--- src/hdl/alc_pkg.sv ---
// ----------------------------------------------------------------------------
// alc_pkg: shared types and constants of the ambient light lux calculator
// Field widths, segment tables, status codes and the divider cell beat.
// ----------------------------------------------------------------------------
package alc_pkg;

	localparam int FULL_W     = 16;
	localparam int SCALE_W    = 19;
	localparam int SCALE_FRAC = 10;
	localparam int CH_W       = 25;
	localparam int Q_W        = 12;
	localparam int REM_W      = CH_W + Q_W;
	localparam int SEG_W      = 10;
	localparam int PROD_W     = CH_W + SEG_W;
	localparam int LUX_W      = 20;
	localparam int LUX_FRAC   = 14;
	localparam int CFG_W      = 2;
	localparam int SEGMENTS   = 7;
	localparam int GAIN_SHIFT = 4;

	localparam logic [FULL_W-1:0]  SAT_LIMIT  = 16'd4900;
	localparam logic [SCALE_W-1:0] SCALE_13MS = 19'h07517;
	localparam logic [SCALE_W-1:0] SCALE_101MS = 19'h00FE7;
	localparam logic [SCALE_W-1:0] SCALE_UNITY = 19'h00400;

	localparam logic [CFG_W-1:0] REG_HIGH_GAIN = 2'd0;
	localparam logic [CFG_W-1:0] REG_INT_SEL   = 2'd1;
	localparam logic [CFG_W-1:0] REG_PKG_SEL   = 2'd2;

	localparam logic [1:0] INT_13MS  = 2'd0;
	localparam logic [1:0] INT_101MS = 2'd1;

	typedef enum logic [1:0] {
		ST_OK    = 2'd0,
		ST_NO_IR = 2'd1,
		ST_SAT   = 2'd2
	} status_t;

	// one beat moving down the divider chain
	typedef struct packed {
		logic [REM_W-1:0] rem;
		logic [CH_W-1:0]  d;
		logic [CH_W-1:0]  ch1;
		logic [Q_W-1:0]   q;
		logic             ovf;
		status_t          status;
	} div_beat_t;

	typedef struct packed {
		logic [SEG_W-1:0] b;
		logic [SEG_W-1:0] m;
	} seg_t;

	localparam logic [Q_W-1:0] KNEE_T [SEGMENTS] = '{
		12'h040, 12'h080, 12'h0C0, 12'h100, 12'h138, 12'h19A, 12'h29A};
	localparam logic [SEG_W-1:0] B_T [SEGMENTS] = '{
		10'h1F2, 10'h214, 10'h23F, 10'h270, 10'h16F, 10'h0D2, 10'h018};
	localparam logic [SEG_W-1:0] M_T [SEGMENTS] = '{
		10'h1BE, 10'h2D1, 10'h37B, 10'h3FE, 10'h1FC, 10'h0FB, 10'h012};
	localparam logic [Q_W-1:0] KNEE_CS [SEGMENTS] = '{
		12'h043, 12'h085, 12'h0C8, 12'h10A, 12'h14D, 12'h19A, 12'h29A};
	localparam logic [SEG_W-1:0] B_CS [SEGMENTS] = '{
		10'h204, 10'h228, 10'h253, 10'h282, 10'h177, 10'h101, 10'h037};
	localparam logic [SEG_W-1:0] M_CS [SEGMENTS] = '{
		10'h1AD, 10'h2C1, 10'h363, 10'h3DF, 10'h1DD, 10'h127, 10'h02B};

	// first segment whose knee is at or above the ratio; past the last knee b = m = 0
	function automatic seg_t seg_lookup(input logic cs, input logic [Q_W-1:0] ratio);
		seg_t s;
		s = '0;
		for (int i = SEGMENTS - 1; i >= 0; i--) begin
			if (cs) begin
				if (ratio <= KNEE_CS[i]) begin
					s.b = B_CS[i];
					s.m = M_CS[i];
				end
			end else begin
				if (ratio <= KNEE_T[i]) begin
					s.b = B_T[i];
					s.m = M_T[i];
				end
			end
		end
		return s;
	endfunction

endpackage

--- src/hdl/alc_front.sv ---
// ----------------------------------------------------------------------------
// alc_front: input stage
// Scales both counts for gain and integration time, classifies the sample.
// ----------------------------------------------------------------------------
module alc_front (
	input  logic                          clk,
	input  logic                          arst_n,
	input  logic                          high_gain,
	input  logic [1:0]                    int_sel,
	input  logic                          in_valid,
	output logic                          in_ready,
	input  logic [alc_pkg::FULL_W-1:0]    full_count,
	input  logic [alc_pkg::FULL_W-1:0]    ir_count,
	output logic                          out_valid,
	input  logic                          out_ready,
	output alc_pkg::div_beat_t            out_beat
);

	localparam int PW = alc_pkg::FULL_W + alc_pkg::SCALE_W;

	logic [alc_pkg::SCALE_W-1:0] scale_base;
	logic [alc_pkg::SCALE_W-1:0] scale;
	logic [PW-1:0]               full_prod;
	logic [PW-1:0]               ir_prod;
	alc_pkg::status_t            status_nx;
	logic                        valid_s1;
	logic [alc_pkg::CH_W-1:0]    ch0_s1;
	logic [alc_pkg::CH_W-1:0]    ch1_s1;
	alc_pkg::status_t            status_s1;
	logic                        ovf;
	logic                        load;

	always_comb begin
		case (int_sel)
			alc_pkg::INT_13MS:  scale_base = alc_pkg::SCALE_13MS;
			alc_pkg::INT_101MS: scale_base = alc_pkg::SCALE_101MS;
			default:            scale_base = alc_pkg::SCALE_UNITY;
		endcase
	end

	// 1x gain: bring counts up to the 16x scale
	assign scale     = high_gain ? scale_base : (scale_base << alc_pkg::GAIN_SHIFT);
	assign full_prod = PW'(full_count) * PW'(scale);
	assign ir_prod   = PW'(ir_count) * PW'(scale);

	// floor(full / ir) < 2 is full < 2 * ir
	always_comb begin
		if (ir_count == '0)
			status_nx = alc_pkg::ST_NO_IR;
		else if (full_count > alc_pkg::SAT_LIMIT && {1'b0, full_count} < {ir_count, 1'b0})
			status_nx = alc_pkg::ST_SAT;
		else
			status_nx = alc_pkg::ST_OK;
	end

	assign in_ready = !valid_s1 || out_ready;
	assign load     = in_valid && in_ready;

	always_ff @(posedge clk or negedge arst_n) begin
		if (!arst_n) begin
			valid_s1 <= 1'b0;
		end else if (in_ready) begin
			valid_s1 <= in_valid;
		end
	end

	always_ff @(posedge clk) begin
		if (load) begin
			ch0_s1    <= full_prod[alc_pkg::SCALE_FRAC +: alc_pkg::CH_W];
			ch1_s1    <= ir_prod[alc_pkg::SCALE_FRAC +: alc_pkg::CH_W];
			status_s1 <= status_nx;
		end
	end

	// quotient needs more than Q_W bits when ch1 >= 4 * ch0; ratio is then past every knee
	assign ovf = (ch0_s1 != '0) && ({2'b00, ch1_s1} >= {ch0_s1, 2'b00});

	assign out_valid       = valid_s1;
	assign out_beat.rem    = (ch0_s1 == '0) ? '0 :
		{2'b00, ch1_s1, {(alc_pkg::REM_W - alc_pkg::CH_W - 2){1'b0}}};
	assign out_beat.d      = ch0_s1;
	assign out_beat.ch1    = ch1_s1;
	assign out_beat.q      = '0;
	assign out_beat.ovf    = ovf;
	assign out_beat.status = status_s1;

endmodule

--- src/hdl/alc_div_cell.sv ---
// ----------------------------------------------------------------------------
// alc_div_cell: one restoring division step
// Develops one quotient bit of (ch1 << 10) / ch0 and passes the beat on.
// ----------------------------------------------------------------------------
module alc_div_cell (
	input  logic                clk,
	input  logic                arst_n,
	input  logic                in_valid,
	output logic                in_ready,
	input  alc_pkg::div_beat_t  in_beat,
	output logic                out_valid,
	input  logic                out_ready,
	output alc_pkg::div_beat_t  out_beat
);

	logic [alc_pkg::REM_W-1:0] dsh;
	logic [alc_pkg::REM_W-1:0] rem_sub;
	logic                      ge;
	alc_pkg::div_beat_t        beat_nx;
	alc_pkg::div_beat_t        beat_q;
	logic                      valid_q;

	// remainder is kept below d << Q_W, so the trial divisor is d << (Q_W - 1)
	assign dsh     = {1'b0, in_beat.d, {(alc_pkg::Q_W - 1){1'b0}}};
	assign ge      = in_beat.rem >= dsh;
	assign rem_sub = ge ? (in_beat.rem - dsh) : in_beat.rem;

	always_comb begin
		beat_nx     = in_beat;
		beat_nx.rem = {rem_sub[alc_pkg::REM_W-2:0], 1'b0};
		beat_nx.q   = {in_beat.q[alc_pkg::Q_W-2:0], ge};
	end

	assign in_ready = !valid_q || out_ready;

	always_ff @(posedge clk or negedge arst_n) begin
		if (!arst_n) begin
			valid_q <= 1'b0;
		end else if (in_ready) begin
			valid_q <= in_valid;
		end
	end

	always_ff @(posedge clk) begin
		if (in_valid && in_ready) begin
			beat_q <= beat_nx;
		end
	end

	assign out_valid = valid_q;
	assign out_beat  = beat_q;

endmodule

--- src/hdl/alc_back.sv ---
// ----------------------------------------------------------------------------
// alc_back: segment lookup, weighting and rounding
// Picks b and m from the ratio, forms full*b - ir*m, rounds to whole lux.
// ----------------------------------------------------------------------------
module alc_back (
	input  logic                          clk,
	input  logic                          arst_n,
	input  logic                          pkg_sel,
	input  logic                          in_valid,
	output logic                          in_ready,
	input  alc_pkg::div_beat_t            in_beat,
	output logic                          out_valid,
	input  logic                          out_ready,
	output logic [alc_pkg::LUX_W-1:0]     lux,
	output logic [1:0]                    status
);

	localparam int SUM_W = alc_pkg::PROD_W + 1;
	localparam int RAW_W = SUM_W - alc_pkg::LUX_FRAC;

	logic [alc_pkg::Q_W:0]      ratio_sum;
	logic [alc_pkg::Q_W-1:0]    ratio;
	alc_pkg::seg_t              seg;

	logic                       valid_s1, valid_s2, valid_s3;
	logic                       rdy1, rdy2, rdy3;
	logic [alc_pkg::CH_W-1:0]   ch0_s1, ch1_s1;
	logic [alc_pkg::SEG_W-1:0]  b_s1, m_s1;
	alc_pkg::status_t           status_s1, status_s2, status_s3;
	logic [alc_pkg::PROD_W-1:0] pos_s2, neg_s2;
	logic [alc_pkg::LUX_W-1:0]  lux_s3;

	logic [alc_pkg::PROD_W-1:0] diff;
	logic [SUM_W-1:0]           rounded;
	logic [RAW_W-1:0]           raw;
	logic [alc_pkg::LUX_W-1:0]  lux_nx;

	assign ratio_sum = {1'b0, in_beat.q} + 1'b1;
	assign ratio     = ratio_sum[alc_pkg::Q_W:1];

	always_comb begin
		if (in_beat.ovf)
			seg = '0;
		else
			seg = alc_pkg::seg_lookup(pkg_sel, ratio);
	end

	assign rdy3     = !valid_s3 || out_ready;
	assign rdy2     = !valid_s2 || rdy3;
	assign rdy1     = !valid_s1 || rdy2;
	assign in_ready = rdy1;

	always_ff @(posedge clk or negedge arst_n) begin
		if (!arst_n) begin
			valid_s1 <= 1'b0;
			valid_s2 <= 1'b0;
			valid_s3 <= 1'b0;
		end else begin
			if (rdy1) valid_s1 <= in_valid;
			if (rdy2) valid_s2 <= valid_s1;
			if (rdy3) valid_s3 <= valid_s2;
		end
	end

	always_ff @(posedge clk) begin
		if (in_valid && rdy1) begin
			ch0_s1    <= in_beat.d;
			ch1_s1    <= in_beat.ch1;
			b_s1      <= seg.b;
			m_s1      <= seg.m;
			status_s1 <= in_beat.status;
		end
		if (valid_s1 && rdy2) begin
			pos_s2    <= alc_pkg::PROD_W'(ch0_s1) * alc_pkg::PROD_W'(b_s1);
			neg_s2    <= alc_pkg::PROD_W'(ch1_s1) * alc_pkg::PROD_W'(m_s1);
			status_s2 <= status_s1;
		end
		if (valid_s2 && rdy3) begin
			lux_s3    <= lux_nx;
			status_s3 <= status_s2;
		end
	end

	// clamp negative to zero, round half up, saturate to the field
	assign diff    = (pos_s2 > neg_s2) ? (pos_s2 - neg_s2) : '0;
	assign rounded = {1'b0, diff} + SUM_W'(1 << (alc_pkg::LUX_FRAC - 1));
	assign raw     = rounded[SUM_W-1:alc_pkg::LUX_FRAC];

	always_comb begin
		if (status_s2 != alc_pkg::ST_OK)
			lux_nx = '0;
		else if (raw[RAW_W-1:alc_pkg::LUX_W] != '0)
			lux_nx = '1;
		else
			lux_nx = raw[alc_pkg::LUX_W-1:0];
	end

	assign out_valid = valid_s3;
	assign lux       = lux_s3;
	assign status    = status_s3;

endmodule

--- src/hdl/ambient_light_lux_calc_unit.sv ---
// ----------------------------------------------------------------------------
// ambient_light_lux_calc_unit: photodiode ratio lux calculator
// Full/IR count pairs in, whole-lux value and status out.
// ----------------------------------------------------------------------------
// Takes one count pair per clock while in_ready is high and returns one
// result per pair, in order, through one scaling stage, a chain of 12
// divider cells (one per bit of the IR/full ratio), then segment lookup,
// multiply and rounding stages. Every stage has its own valid bit, so
// stalls on the output only back up as far as the first empty stage.
// Configuration registers reset to zero and are written with cfg_we;
// change them only while no beat is in flight.
module ambient_light_lux_calc_unit (
	input  logic                          clk,
	input  logic                          arst_n,
	input  logic                          cfg_we,
	input  logic [alc_pkg::CFG_W-1:0]     cfg_index,
	input  logic [1:0]                    cfg_data,
	input  logic                          in_valid,
	output logic                          in_ready,
	input  logic [alc_pkg::FULL_W-1:0]    full_count,
	input  logic [alc_pkg::FULL_W-1:0]    ir_count,
	output logic                          out_valid,
	input  logic                          out_ready,
	output logic [alc_pkg::LUX_W-1:0]     lux,
	output logic [1:0]                    status
);

	localparam int NCELL = alc_pkg::Q_W;

	logic               high_gain_q;
	logic [1:0]         int_sel_q;
	logic               pkg_sel_q;

	logic [NCELL:0]     cv;
	logic [NCELL:0]     cr;
	alc_pkg::div_beat_t cb [NCELL+1];

	always_ff @(posedge clk or negedge arst_n) begin
		if (!arst_n) begin
			high_gain_q <= 1'b0;
			int_sel_q   <= 2'd0;
			pkg_sel_q   <= 1'b0;
		end else if (cfg_we) begin
			case (cfg_index)
				alc_pkg::REG_HIGH_GAIN: high_gain_q <= cfg_data[0];
				alc_pkg::REG_INT_SEL:   int_sel_q   <= cfg_data;
				alc_pkg::REG_PKG_SEL:   pkg_sel_q   <= cfg_data[0];
				default: ;
			endcase
		end
	end

	alc_front u_front (
		.clk        (clk),
		.arst_n     (arst_n),
		.high_gain  (high_gain_q),
		.int_sel    (int_sel_q),
		.in_valid   (in_valid),
		.in_ready   (in_ready),
		.full_count (full_count),
		.ir_count   (ir_count),
		.out_valid  (cv[0]),
		.out_ready  (cr[0]),
		.out_beat   (cb[0])
	);

	for (genvar i = 0; i < NCELL; i++) begin : g_cell
		alc_div_cell u_cell (
			.clk       (clk),
			.arst_n    (arst_n),
			.in_valid  (cv[i]),
			.in_ready  (cr[i]),
			.in_beat   (cb[i]),
			.out_valid (cv[i+1]),
			.out_ready (cr[i+1]),
			.out_beat  (cb[i+1])
		);
	end

	alc_back u_back (
		.clk       (clk),
		.arst_n    (arst_n),
		.pkg_sel   (pkg_sel_q),
		.in_valid  (cv[NCELL]),
		.in_ready  (cr[NCELL]),
		.in_beat   (cb[NCELL]),
		.out_valid (out_valid),
		.out_ready (out_ready),
		.lux       (lux),
		.status    (status)
	);

endmodule
--- config.mk ---
export PLATFORM = sky130hd
export DESIGN_NAME = ambient_light_lux_calc_unit
export DESIGN_NICKNAME = d
export VERILOG_FILES = /design/src/hdl/alc_pkg.sv /design/src/hdl/alc_front.sv /design/src/hdl/alc_div_cell.sv /design/src/hdl/alc_back.sv /design/src/hdl/ambient_light_lux_calc_unit.sv
export SDC_FILE = /design/constraint.sdc
export NUM_CORES = 2
export LEC_CHECK = 0
export ABC_AREA = 1
export BUFFER_PORTS_ARGS = -buffer_cell sky130_fd_sc_hd__buf_2
export CAP_MARGIN = 5
export CORE_MARGIN = 2
export CORE_UTILIZATION = 47
export CTS_CLUSTER_SIZE = 24
export DETAILED_ROUTE_END_ITERATION = 7
export PLACE_DENSITY = 0.72
export REMOVE_ABC_BUFFERS = 1
export SYNTH_ARGS = -nofsm -noshare
export SYNTH_HDL_FRONTEND = slang
export SYNTH_SLANG_ARGS = --single-unit
--- constraint.sdc ---
create_clock -name clk -period 8.3 [get_ports clk]
set_input_delay 0.415 -clock clk [delete_from_list [all_inputs] [get_ports clk]]
set_output_delay 0.415 -clock clk [all_outputs]
set_load 0.005 [all_outputs]
* After elaboration in Yosys (flattened, before gate mapping)
Index checks and enable logic that the tools add are counted.
Storage, ports and cells: output and inout port bits 24, register bits 1348, input bits 41
Operators by class: multiplexer cells 39, add/subtract/negate cells 14, $lt $le $gt $ge 28, reductions and logical operators 60, multipliers 4, equal/unequal tests 3
Operators with widths (number):
- $mux 20 | 21
- $ge 37x36->1 | 11
- $mux 36 | 11
- $sub 36x36->36 | 10
- $mul 16x19->35 | 2
- $mul 25x10->35 | 2
- $mux 35 | 2
- $le 12x9->1 const B | 5
- $le 12x8->1 const B | 4
- $add 35x14->36 const B | 1
- $ge 35x36->1 | 1
- $sub 35x36->36 | 1
- $gt 35x35->1 | 1
- $sub 35x35->35 | 1
- $pmux 15 s2 | 1
- $ge 25x27->1 | 1
- $logic_not 25->1 | 1
- $reduce_bool 25->1 | 1
- $le 12x7->1 const B | 2
- $mux 19 | 1
- $logic_and 1x1->1 | 18
- $lt 16x17->1 | 1
- $gt 16x13->1 const B | 1
- $logic_not 1->1 | 16
- 12 further kinds | 32

* Longest topological paths before layout
depth in word-level cells 18, mapped depth 31, depth with buffers taken out 29

* Cells and area by module
From an unflattened synthesis, not the netlist that was laid out.
Unflattened totals: cells, all modules 13711, area, all modules 115400.7 um2
Modules (own cells, without submodules):
- alc_div_cell (g_cell[0].u_cell ...) | instances 6, seq. area each 3057.9 um2, area each 5580.4 um2, cells each 627
- alc_back | instances 1, seq. area each 5059.9 um2, area each 25836.0 um2, cells each 3387
- alc_front | instances 1, seq. area each 1586.5 um2, area each 22172.5 um2, cells each 2778
- alc_div_cell (g_cell[7].u_cell ...) | instances 3, seq. area each 3057.9 um2, area each 5660.4 um2, cells each 627
- alc_div_cell (g_cell[1].u_cell ...) | instances 3, seq. area each 3057.9 um2, area each 5581.6 um2, cells each 627
- ambient_light_lux_calc_unit | instances 1, seq. area each 100.1 um2, area each 183.9 um2, cells each 22

* Worst setup path before layout
OpenSTA, ideal clock, no wires.
path type flip-flop to flip-flop, start reg int_sel_q[0], end reg u_front.ch0_s1[24] (netlist name) (data pin), cell stages (with the launch flop) 26, data arrival time 6.200 ns, setup slack 1.835 ns, setup time 0.265 ns, cell sequence dfrtp_1 > clkbuf_1 > inv_1 > nor2_1 > inv_1 > nor2_1 > clkbuf_1 > nand2_1 > fa_1 > inv_1 > fa_1 > fa_1 > fa_1 > fa_1 > inv_1 > fa_1 > inv_1 > ha_1 > a21oi_1 > a21boi_0 > o221ai_1 > a21oi_1 > o21ai_0 > nand3_1 > o211ai_1 > xor2_1
Between the ends: cells in the longest elaborated chain, start to end 4, elaborated cells between the ends (all ways) 5, those cells by class mul: 1; eq/ne: 1; mux: 2; reduce/logical: 1
RTL lines:
- start: declaration | line ambient_light_lux_calc_unit.sv:31 | logic [1:0] int_sel_q;
- start signal: assignment | line ambient_light_lux_calc_unit.sv:46 | alc_pkg::REG_INT_SEL: int_sel_q <= cfg_data;
- $eq 2x1->1 / $logic_not 2->1 (equally long branches) | line alc_front.sv:34 | case (int_sel)
- $pmux 15 s2 (*) | line alc_front.sv:34
- $mux 19 (*) | line alc_front.sv:42 | assign scale = high_gain ? scale_base : (scale_base << alc_pkg::GAIN_SHIFT);
- $mul 16x19->35 (*) | line alc_front.sv:43 | assign full_prod = PW'(full_count) * PW'(scale);
- named net u_front.full_prod[34] | line alc_front.sv:23 | logic [PW-1:0] full_prod;
- end signal: assignment | line alc_front.sv:69 | ch0_s1 <= full_prod[alc_pkg::SCALE_FRAC +: alc_pkg::CH_W];
- end: declaration | line alc_front.sv:27 | logic [alc_pkg::CH_W-1:0] ch0_s1;
Mark *: on every way through the listed nets, which the timed path passes. The rest lies on a longest branch. A chain may end at the register's enable or synchronous reset.

* Worst setup path after layout
Same ends and word-level chain as after synthesis.

==> summary.txt <==
status: completed
Max Cap Viol: 0
Place WS: 0.898 ns
clk buf depth: 3
Finish-stage setup viols: 0
Placer Congestion: 0.999
Mapped Area: 0.0945 sq mm
Worst path slowest cell: fa_1
clk_skew: 0.0361 ns
Initial DRC Count: 5411
EDFF count, synth: 1208
crit share post-route: 91.4%
Post-Route WL: 234000 um
Placed Instance Area: 0.0978 sq mm
Clk Tree Root Cell: clkbuf_16
setup bufs post-CTS: 0
Slew Limit Fails: 0
TNS Setup: 0 ns
DR vias/cell: 5.29
fill cell count: 17880
std cell rows: 164
cell mode on critical path: fa_1
RSZ-0062 raised after global routing: no
H-tree depth: 4
hold crit path type: primary input to flip-flop
fmax: 132 MHz
number of remaining DRC errors: 0
DRT Pass-1 Iters: 6
crit path launch type: flip-flop
initial antenna violation count: 2
CP endpoint kind: flip-flop
# clock sinks: 1228
drt wl/cell: 18.4 um
number of library cell types mapped by synthesis: 57
number of port buffers: 64
CTS tree: yes
Worst-Skew Late Latency: 0.80 ns
relative slew slack: 21.6%
post-route minimum period: 7.59 ns
Initial Util: 47.3%
fin nets: 11582
first-pass GRT wire length: 376000 um
Design Area, Final: 0.103 sq mm
post-route ant nets: 0
CORE AREA: 0.200 sq mm
Req. time, crit path: 8.83 ns
clock-pin transition on the worst setup and hold timing paths: 0.07 ns
fraction of layout cells with a size suffix above 1: 4.21%
detailed placement HPWL: 191000 um
FF/Latch Area: 0.0368 sq mm
Overflow after GRT: 0
die height: 452 um
most common cell after layout, fill and taps aside: nand2_1
warnings from Yosys: 0
Setup CP Type: flip-flop to flip-flop
slowest stage delay, CP: 0.57 ns
Async SR Flop Fraction: 1.63%
Area Growth Syn to Fin: 8.55%
sequential share of the synthesized area: 38.9%
All-Layer GR Usage: 23.3%
crit path cell chain: inv_1, nor2_1, buf_4, inv_1, nor2_1, buf_4, inv_1, nor2_1, fa_1, fa_1, fa_1, fa_1, fa_1, inv_1, fa_1, inv_1, ha_1, nand2_1, nor3_1, nand3_1, o21ai_0, nand3_1, o211ai_1, xor2_1
largest net degree at the start of global routing: 84
Fin. Hold Viols: 0
via count: 67348
DIE AREA: 0.205 sq mm
dominant synthesized flop cell: edfxtp_1
CTS Hold Bufs: 9
syn_area_per_cell: 9.54 sq um
Die W: 452 um
Crit path arrival time: 8.12 ns
Slew @ Worst Pin: 1.18 ns
cells after synthesis: 9904
Critical Path Fanout Max: 14
most frequent cells in the layout: 2036 x nand2_1, 2018 x inv_1, 1208 x edfxtp_1, 814 x fa_1, 756 x ha_1
I/O Pins: 65
cts repair resizes: 0
number of global-route vias before repair: 70010
total CTS buffers: 134
multi-input logic area: 0.0492 sq mm
final worst setup slack: 0.715 ns
FF+latch count, synth: 1228
[kinds of logic after synthesis]
family | count (synthesis) | synth area share [%]
multiplexers | 1 | 0.0119
AO/OA/AOI/OAI | 1228 | 7.28
adder cells (fa/ha/maj) | 1570 | 27.3
flip-flops | 1228 | 38.9
buffers and inverters | 2261 | 9.04
AND/OR/NAND/NOR | 3232 | 13.9
XOR/XNOR | 384 | 3.56
[Yosys cell counts, types with 5 or more instances]
cell type	count	area, sq um
nand2_2	8	50.1
nor2_2	13	81.3
o21bai_1	22	165
xnor2_1	173	1520
o21a_1	36	270
clkbuf_1	174	653
o31ai_1	19	143
inv_1	2026	7600
or2_2	5	31.3
nor2_1	690	2590
nand2_1	2036	7640
a21o_1	42	315
nand3b_1	8	60.1
fa_1	814	16300
a221oi_1	8	70.1
o211ai_1	27	203
nor2_4	7	78.8
nand3_1	227	1140
nor4_1	29	181
a211oi_1	10	75.1
buf_1	18	67.6
a21boi_0	23	173
o221ai_1	28	245
ha_1	756	9460
inv_2	15	56.3
a31oi_1	44	275
nor3_1	89	445
nand4_1	101	632
o2111ai_1	6	52.6
o21ai_1	37	185
a21oi_1	481	2410
edfxtp_1	1208	36300
buf_2	6	30.0
clkinv_1	15	56.3
o21ai_0	429	2150
a311oi_1	6	52.6
xor2_1	211	1850
dfrtp_1	20	500
[sequential cells by signal, summed over array words and instances (netlist names), 12 cells and up]
register / cells
g_cell.u_cell.out_beat: 990
g_cell.u_cell.out_valid: 12
u_back.ch0_s1: 25
u_back.ch1_s1: 25
u_back.lux: 20
u_back.neg_s2: 35
u_back.pos_s2: 35
u_front.ch0_s1: 25
u_front.ch1_s1: 25
[final cells by class]
class	count	area share [%]
clock buffer	157	3.39
sequential	1228	35.9
antenna	1	0.00244
inverter	2057	7.53
clock inverter	89	1.11
tap	2656	3.24
timing repair buffer	135	0.854
multi-input combinational	6415	48.0
[path summary, 6_finish.rpt]
check | from | endpoint | slack [ns] | cells after the start
setup reg to reg | int_sel_q[0] | u_front.ch0_s1[24] | 0.71 | 24
max in group asynchronous | arst_n | g_cell[7].u_cell.out_valid | 7.40 | 2
hold / removal | cfg_index[0] | int_sel_q[0] | 0.11 | 4
hold reg to reg | g_cell[7].u_cell.out_beat[19] | g_cell[8].u_cell.out_beat[19] | 0.40 | 0
setup / recovery | int_sel_q[0] | u_front.ch0_s1[24] | 0.71 | 24
min in group asynchronous | arst_n | int_sel_q[1] | 0.32 | 2
[critical path: cells and delay by family, from the launching register on]
family | cells | cell delay (ns)
adder cells (fa/ha/maj) | 7 | 3.40
buffers and inverters | 7 | 1.60
AND/OR/NAND/NOR | 7 | 1.00
AO/OA/AOI/OAI | 2 | 0.68
flip-flops | 1 | 0.53
XOR/XNOR | 1 | 0.09
[through the flow]
stage | utilization [%] | cells | hold WS, ns
global placement | 49.0 | 12482 | 0.400
CTS | 51.3 | 12737 | 0.0218
finish | 51.3 | 12738 | 0.107
detailed placement | 49.0 | 12482 | 0.405
floorplan | - | 9700 | 0.119
global route | 51.3 | 12738 | 0.114
[metal layers]
layer	GRT usage [%]	part of all wire (%)	up-vias
met5	0	0.0056	-
met4	9.21	4.1	2
met3	3.32	6.0	527
met2	40.2	49	2280
met1	29.4	41	32600
li1	-	-	31939
Power is left out: the tool's default activity adds up to more than one toggle a clock period on the data nets, which glitch-free logic cannot reach.
